**config.mk**
```make
export PLATFORM = sky130hd
export DESIGN_NAME = eslfu_ctrl
export DESIGN_NICKNAME = d
export VERILOG_FILES = /design/src/rtl/eslfu_pkg.sv /design/src/rtl/eslfu_ctrl.sv
export SDC_FILE = /design/constraint.sdc
export NUM_CORES = 1
export LEC_CHECK = 0
export BUFFER_PORTS_ARGS = -buffer_cell sky130_fd_sc_hd__buf_4
export CORE_AREA = 2 2 39 41
export CTS_CLUSTER_DIAMETER = 150
export DETAILED_ROUTE_END_ITERATION = 6
export DIE_AREA = 0 0 41 43
export PLACE_DENSITY = 0.5
export SYNTH_ARGS = -nofsm -noshare
export SYNTH_HDL_FRONTEND = slang
export SYNTH_SLANG_ARGS = --single-unit
```
**constraint.sdc**
```tcl
create_clock -name clock -period 3.9 [get_ports clock]
set_input_delay 0.195 -clock clock [delete_from_list [all_inputs] [get_ports clock]]
set_output_delay 0.195 -clock clock [all_outputs]
set_load 0.05 [all_outputs]
```
**src/rtl/eslfu_pkg.sv**
```systemverilog
// Shared types, field widths and codes for the expert slot LFU cache policy.
package eslfu_pkg;

   // Default geometry
   localparam int N_SLOTS_DEF  = 16;
   localparam int N_LAYERS_DEF = 64;

   // Request and response field widths
   localparam int REQ_TYPE_W = 1;
   localparam int LAYER_W    = 6;
   localparam int EXPERT_W   = 10;
   localparam int SLOT_W     = 4;
   localparam int STATUS_W   = 2;
   localparam int CSR_W      = 5;

   // Per-slot bookkeeping widths
   localparam int FREQ_W = 16;
   localparam int TICK_W = 32;

   localparam logic [CSR_W-1:0] CSR_RESET = 5'd16;

   // Request kinds
   localparam logic [REQ_TYPE_W-1:0] REQ_LOOKUP = 1'b0;
   localparam logic [REQ_TYPE_W-1:0] REQ_DONE   = 1'b1;

   // Response status codes
   localparam logic [STATUS_W-1:0] ST_HIT    = 2'd0;
   localparam logic [STATUS_W-1:0] ST_REPEAT = 2'd1;
   localparam logic [STATUS_W-1:0] ST_MISS   = 2'd2;
   localparam logic [STATUS_W-1:0] ST_NOVIC  = 2'd3;

   // One slot entry as held in the slot memory
   typedef struct packed {
      logic                valid;
      logic [EXPERT_W-1:0] expert;
      logic [FREQ_W-1:0]   freq;
      logic [TICK_W-1:0]   used_tick;
   } ent_type;

   // Controller to datapath commands
   typedef struct packed {
      logic clr_step;   // clear one entry of the sweep after reset
      logic capture;    // take in the request payload
      logic layer_rd;   // read per-layer marks and tick, reset scan
      logic scan_step;  // read the next slot of the layer
      logic commit;     // write back the update and load the response
   } cmd_type;

   // Datapath to controller status
   typedef struct packed {
      logic clr_last;     // last entry of the clear sweep
      logic direct;       // done request or layer out of range
      logic active_zero;  // no slot to search
      logic scan_last;    // last active slot being read
   } sts_type;

endpackage

```
**src/rtl/eslfu_ctrl.sv**
```systemverilog
// Sequencer for the slot cache: clear sweep, layer read, slot scan, update.
module eslfu_ctrl import eslfu_pkg::*; (
   input  logic    clock,
   input  logic    reset,
   input  logic    req_valid,
   output logic    req_ready,
   input  logic    rsp_ready,
   output logic    rsp_valid,
   input  sts_type sts,
   output cmd_type cmd
);

   localparam logic [2:0] S_CLEAR  = 3'd0;
   localparam logic [2:0] S_IDLE   = 3'd1;
   localparam logic [2:0] S_LREAD  = 3'd2;
   localparam logic [2:0] S_SCAN   = 3'd3;
   localparam logic [2:0] S_DRAIN  = 3'd4;
   localparam logic [2:0] S_UPDATE = 3'd5;

   logic [2:0] state_ff, state_in;
   logic       rsp_valid_ff, rsp_valid_in;
   logic       out_free;

   // response register may be refilled when empty or being taken
   assign out_free = !rsp_valid_ff || rsp_ready;

   // next state and commands
   always_comb begin
      state_in = state_ff;
      cmd      = '0;
      unique case (state_ff)
         S_CLEAR: begin
            cmd.clr_step = 1'b1;
            if (sts.clr_last) state_in = S_IDLE;
         end
         S_IDLE: begin
            if (req_valid) begin
               cmd.capture = 1'b1;
               state_in    = S_LREAD;
            end
         end
         S_LREAD: begin
            cmd.layer_rd = 1'b1;
            if (sts.direct || sts.active_zero) state_in = S_UPDATE;
            else                               state_in = S_SCAN;
         end
         S_SCAN: begin
            cmd.scan_step = 1'b1;
            if (sts.scan_last) state_in = S_DRAIN;
         end
         S_DRAIN: begin
            // last slot read is evaluated here
            state_in = S_UPDATE;
         end
         S_UPDATE: begin
            if (out_free) begin
               cmd.commit = 1'b1;
               state_in   = S_IDLE;
            end
         end
         default: state_in = S_CLEAR;
      endcase
   end

   // response valid flag
   always_comb begin
      if (cmd.commit)     rsp_valid_in = 1'b1;
      else if (rsp_ready) rsp_valid_in = 1'b0;
      else                rsp_valid_in = rsp_valid_ff;
   end

   always_ff @(posedge clock) begin
      if (reset) begin
         state_ff     <= S_CLEAR;
         rsp_valid_ff <= 1'b0;
      end else begin
         state_ff     <= state_in;
         rsp_valid_ff <= rsp_valid_in;
      end
   end

   assign req_ready = (state_ff == S_IDLE);
   assign rsp_valid = rsp_valid_ff;

endmodule

```
### Word level (Yosys, flattened, before mapping)

Cells that the tools add are included.
W data, S select, Z words.

* word-level logic and storage cells: 32
* input bits: 8
* register bits: 4

* muxes and demuxes: 15
* equal/unequal tests: 9
* reduce and logical (&&, ||, !) cells: 6

Operators with widths (count)
* $pmux W3 S6: 1
* $mux W3: 5
* $mux W1: 9
* $ne A2 B2 Y1 const B: 4
* $eq A3 B2 Y1 const B: 2
* $eq A3 B3 Y1 const B: 2
* $reduce_and A4 Y1: 1
* $eq A3 B1 Y1 const B: 1
* $logic_not A3 Y1: 1
* $logic_or A1 B1 Y1: 2
* $reduce_bool A2 Y1: 1
* $logic_not A1 Y1: 1

### Depth between registers and ports, before layout

Gate-level depths: netlist (run 1).

* word-level depth: 5
* gate-level depth with buffers: 5
* gate-level depth less buffers: 4

### Least setup slack after synthesis (run 1)

Ideal clock, no wire load.

* path type: register -> output
* start: reg state_ff[1]
* end: out cmd[2] (netlist name)
* stages on the path, launching flop included: 3
* data arrival time: 1.803 ns
* path buffers: 1
* slack: 1.902 ns
* cell sequence: dfxtp_1 > clkbuf_1 > nor3b_1

RTL lines
* from (decl): line eslfu_ctrl.sv:20 `logic [2:0] state_ff, state_in;`
* from (signal assigned): line eslfu_ctrl.sv:77 `state_ff <= state_in;`
* to (decl): line eslfu_ctrl.sv:10 `output cmd_type cmd`

==> impl_metrics.yaml, run 1 <==
routing:
  drt-vias-per-instance: 4.57
  detail_route.iter0.violations: 5
  drt_first_pass_iters: 4
  vias: 315
  route.detailed.drc: 0
  wire_per_inst_um: 10.1
  ant_nets: 0
  postRouteWirelength_um: 700
power_and_ir_drop:
  power_uw: 199
  vdd_ir_drop_max_v: 0.000125
  power.density_nw_per_um2: 466
  p_leak_nw: 0.197
clock_tree:
  cts_tree: "built"
  clockRootBuffer: "clkbuf_4"
  h-tree-depth: 1
  cts-buffers-inserted: 3
  postCtsSetupBuffers: 0
  cts_resized: 0
  cts_buffer_depth: 2
  clock-sinks: 4
  clk_latency_ps: 230
  clk_pin_slew_ps: 40
  cts_hold_buf: 0
timing:
  relSlewSlack_pct: 73.6
  setup_ws_ps: 2300
  layout_min_cycle_time_ps: 1600
  fin_tns_setup_ps: 0
  fmax_mhz: 625
  setup_violations: 0
  fin_skew_ps: 7.72
  tightest_slew_ps: 396
  rsz0062_at_grt: "no"
  finalHoldViolCount: 0
  slew_viol_final: 0
  min_period_over_period_pct: 41.0
worst_hold_path:
  hold_depth: 2
  holdPathEnd: "rsp_valid"
  worstHoldPathType: "in -> reg"
  min_from: "reset"
critical_path:
  criticalPathCategory: "reg -> out"
  cp-start-kind: "flop"
  arrival_ps: 1400
  r2r_start: "state_ff[2]"
  reg2reg_to: "state_ff[1]"
  rrSetupSlack_ps: 2410
  path_max_fanout: 13
  crit_path_end_kind: "primary output"
  cp.required_ps: 3700
  rr_worst_depth: 4
die:
  die-area_um2: 1760
  start_util_pct: 21.7
  rows: 14
  coreArea_um2: 1380
  die_w_um: 41
  pin_count: 15
  die_y_um: 43
placed_design:
  gp_congestion: 0.676
  hpwlAfterDp_um: 514
  port_buffers: 14
  place_ws_ps: 2410
  dpl_cell_area_um2: 404
global_route:
  grt_pass1_wl_mm: 1.12
  grt_remaining_overflow: 0
  grt_use_total_pct: 9.31
  antenna_found_initial: 0
  grt_pass1_vias: 267
  grt_max_degree: 14
synth:
  yosys_warnings: 0
  synth_area_um2: 300
  yosysSeqAreaShare_pct: 26.7
  ys_types: 22
  synthTopCellsByArea: "dfxtp_1 27%, nor3_1 8.3%, mux2i_1 6.7%"
  syn-num-nets: 48
  avgSynthCellArea_um2: 7.51
  ys_ff_latch: 4
  synth_cells: 40
  synth_top_area_share_pct: 26.7
  yosysTopAreaCell: "dfxtp_1"
layout:
  final_cell_mix: "14 x buf_4, 5 x nor3_1, 4 x nand2_1, 4 x dfxtp_1"
  fillerInstances: 154
  syn2layout_area_growth_pct: 42.1
  nets: 63
  drive_above_1_share_pct: 35.8
  final_common_cell: "buf_4"
  fin_area_um2: 427
  antennaDiodeCount: 0
flow_run:
  cap_viol_max_count: 0
status:
  outcome: "finished clean"
## metal layers
metal  part of all wire (%)  track usage, %  up-vias
met5                      0               0        -
met4                    1.6            6.00        0
met3                    4.3            1.57        2
met2                     45            11.9        6
met1                     49            13.7      138
li1                       -               -      169
## through the flow
step	hold WS (ps)	utilization (%)	cells
global placement	414	29.2	66
floorplan	264	-	40
global route	180	30.8	69
detailed placement	413	29.2	66
finish	169	30.8	69
CTS	163	30.8	69
## how the worst max path moves through the flow
| stage | start | cells past startpoint | endpoint |
|---|---|---|---|
| finish | state_ff[0] | 3 | cmd[0] |
| global route | state_ff[0] | 3 | cmd[0] |
| CTS | state_ff[0] | 3 | cmd[0] |
| detailed placement | state_ff[2] | 4 | state_ff[1] |
| global placement | state_ff[0] | 4 | state_ff[1] |
| floorplan | state_ff[1] | 2 | cmd[2] |
## cell usage after synthesis
master    number
nand2_1        4
buf_2          2
nand2b_1       2
a31oi_1        1
mux2_4         1
dfxtp_1        4
o21ai_1        1
a21oi_1        3
nor3b_1        2
and2_1         1
inv_2          1
nand4b_1       1
or3_1          1
nor3_1         5
buf_4          1
o21bai_1       1
clkbuf_1       1
nor2_1         1
a221oi_1       1
nor2b_1        2
mux2i_1        2
and3_1         2
## cell type report
class	instances	area [µm²]	area share, %
Clock buffer	3	22.5	5.28
Inverter	1	3.75	0.880
Multi-Input combinational cell	31	195	45.7
Sequential cell	4	80.1	18.8
Tap cell	16	20.0	4.69
Timing Repair Buffer	14	105	24.6
## kinds of logic after synthesis
logic type	count (synthesis)	share of synthesized area, %
AO/OA/AOI/OAI	7	14.2
buffers and inverters	5	8.33
flip-flops	4	26.7
multiplexers	3	11.7
AND/OR/NAND/NOR	21	39.2
## power by group
group / switching (mW) / internal [mW] / leakage, nW
Clock: 0.0158 / 0.0343 / 0.0138
Combinational: 0.0533 / 0.0351 / 0.150
Sequential: 0.0140 / 0.0460 / 0.0327
## flip-flops by register name (all words and copies together) (netlist names)
register,flops
rsp_valid,1
state_ff,3
## critical path, stage by stage, from the launching register on
cell and delay, ps:
dfxtp_1 530, nor2b_1 270, and3_1 180, buf_4 190
Note: power is estimated with default switching activity, not from simulation.
==> run 2, diff against run 1 <==
PLACE_DENSITY = 0.52   (was 0.5)
clock period = 1.3 ns   (was 3.9 ns; I/O delays follow)
==> run 2 against run 1 <==
  * The flow now finishes with violations (negative setup slack)
  * Wire length grew 29%
  * Clock skew shrank 3.2 ps
  * Largest power group unchanged
  * Clock-buffer cell count is the same
  * Highest routed layer is now met3
  * First-iteration DRC count shrank 20%
  * Sequential share of layout area shrank 4.5 points
==> impl_metrics.yaml, run 2 (synthesis gave the netlist of run 1 again) <==
global_route:
  grtUsageMet3_pct: 3.14
  antenna_found_initial: 0
  grtUsageMet2_pct: 15.6
  grt_use_total_pct: 11.1
  grt_remaining_overflow: 0
  grt_pass1_wl_mm: 1.35
  grtUsageMet1_pct: 14.7
  busiest_layer: "met2"
  grt_pass1_vias: 343
  grt_max_degree: 9
layout:
  final_cell_mix: "15 x buf_4, 6 x buf_6, 4 x nand2_1, 4 x dfxtp_2"
  drive_above_1_share_pct: 66.1
  syn2layout_area_growth_pct: 98.7
  largest_register_ffs: 3
  fillerInstances: 148
  final_common_cell: "buf_4"
  largest_register: "state_ff"
  antennaDiodeCount: 0
  nets: 72
  fin_area_um2: 597
clock_tree:
  clockRootBuffer: "clkbuf_4"
  postCtsSetupBuffers: 0
  cts_hold_buf: 0
  clock-sinks: 4
  cts_buffer_depth: 2
  cts_tree: "built"
  clk_latency_ps: 230
  h-tree-depth: 1
  clk_pin_slew_ps: 40
  cts-buffers-inserted: 3
flow_run:
  cap_viol_max_count: 0
status:
  outcome: "finished, violations left"
  violations: "negative setup slack"
timing:
  tightest_slew_ps: 255
  fin_skew_ps: 4.54
  rsz0062_at_grt: "yes"
  min_period_over_period_pct: 102
  fmax_mhz: 754
  slew_viol_final: 0
  hold_ws_ps: 30.2
  layout_min_cycle_time_ps: 1330
  setup_ws_ps: -26.0
  setup_violations: 1
  relSlewSlack_pct: 82.9
  finalHoldViolCount: 0
routing:
  detail_route.iter0.violations: 4
  vias: 368
  postRouteWirelength_um: 906
  ant_nets: 0
  wire_per_inst_um: 11.6
  drt-vias-per-instance: 4.72
  drt_first_pass_iters: 4
  route.detailed.drc: 0
critical_path:
  crit_path_end_kind: "flop"
  cp-start-kind: "flop"
  criticalPathCategory: "reg -> reg"
  arrival_ps: 1440
  path_max_fanout: 3
  cp.required_ps: 1420
placed_design:
  place_ws_ps: -5.87
  port_buffers: 14
  dpl_cell_area_um2: 488
  gp_congestion: 0.736
  hpwlAfterDp_um: 624
power_and_ir_drop:
  power.density_nw_per_um2: 1280
  p_leak_nw: 0.271
  vdd_ir_drop_max_v: 0.000488
die:
  pin_count: 15
  rows: 14
  start_util_pct: 21.7
  coreArea_um2: 1380
  die_w_um: 41
  die_y_um: 43
  die-area_um2: 1760
worst_hold_path:
  worstHoldPathType: "in -> reg"
[run 2: layout make-up]
class,instances,area (µm²),share of cell area [%]
repair buffers,23,210,35.2
clock buffers,3,22.5,3.77
inverters,1,3.75,0.629
well taps,16,20.0,3.35
multi-input cells,31,255,42.8
flip-flops and latches,4,85.1,14.3
[run 2: worst max-delay path, stage by stage (launching register included)]
cell,delay [ps]
dfxtp_2,310
or3_1,380
a21oi_2,140
a31oi_2,70
mux2_4,310
[run 2: power breakdown]
part / total (mW) / internal (mW) / switching [mW]
combinational: 0.449 / 0.215 / 0.235
clock: 0.154 / 0.103 / 0.0504
sequential: 0.159 / 0.141 / 0.0181
total: 0.763 / 0.459 / 0.303
[run 2: timing repair]
item | in CTS | in global routing
pin swaps | 2 | 2
endpoints found under the setup margin | 3 | 7
resized for setup | 9 | 14
[run 2: worst paths after layout]
kind                     from          end  slack (ps)  cells after the start
setup / recovery  state_ff[2]  state_ff[1]         -30                      4
hold / removal          reset    rsp_valid          30                      2
setup reg to reg  state_ff[2]  state_ff[1]         -30                      4
hold reg to reg     rsp_valid    rsp_valid         510                      2
[run 2: routing by layer]
metal / up-vias / wire length (µm)
met5: - / 0
met4: 0 / 0
met3: 0 / 45
met2: 8 / 472
met1: 175 / 387
li1: 185 / -
[run 2: stage by stage]
step           TNS (ps)  cells  util [%]  power [mW]
4_1_cts               0     78      39.2       0.704
6_report          -26.0     78      43.1       0.763
5_1_grt           -62.0     78      43.1       0.803
2_1_floorplan      -129     40         -       0.386
3_3_place_gp      -21.5     75      35.3       0.513
3_5_place_dp      -5.87     75      35.3       0.513
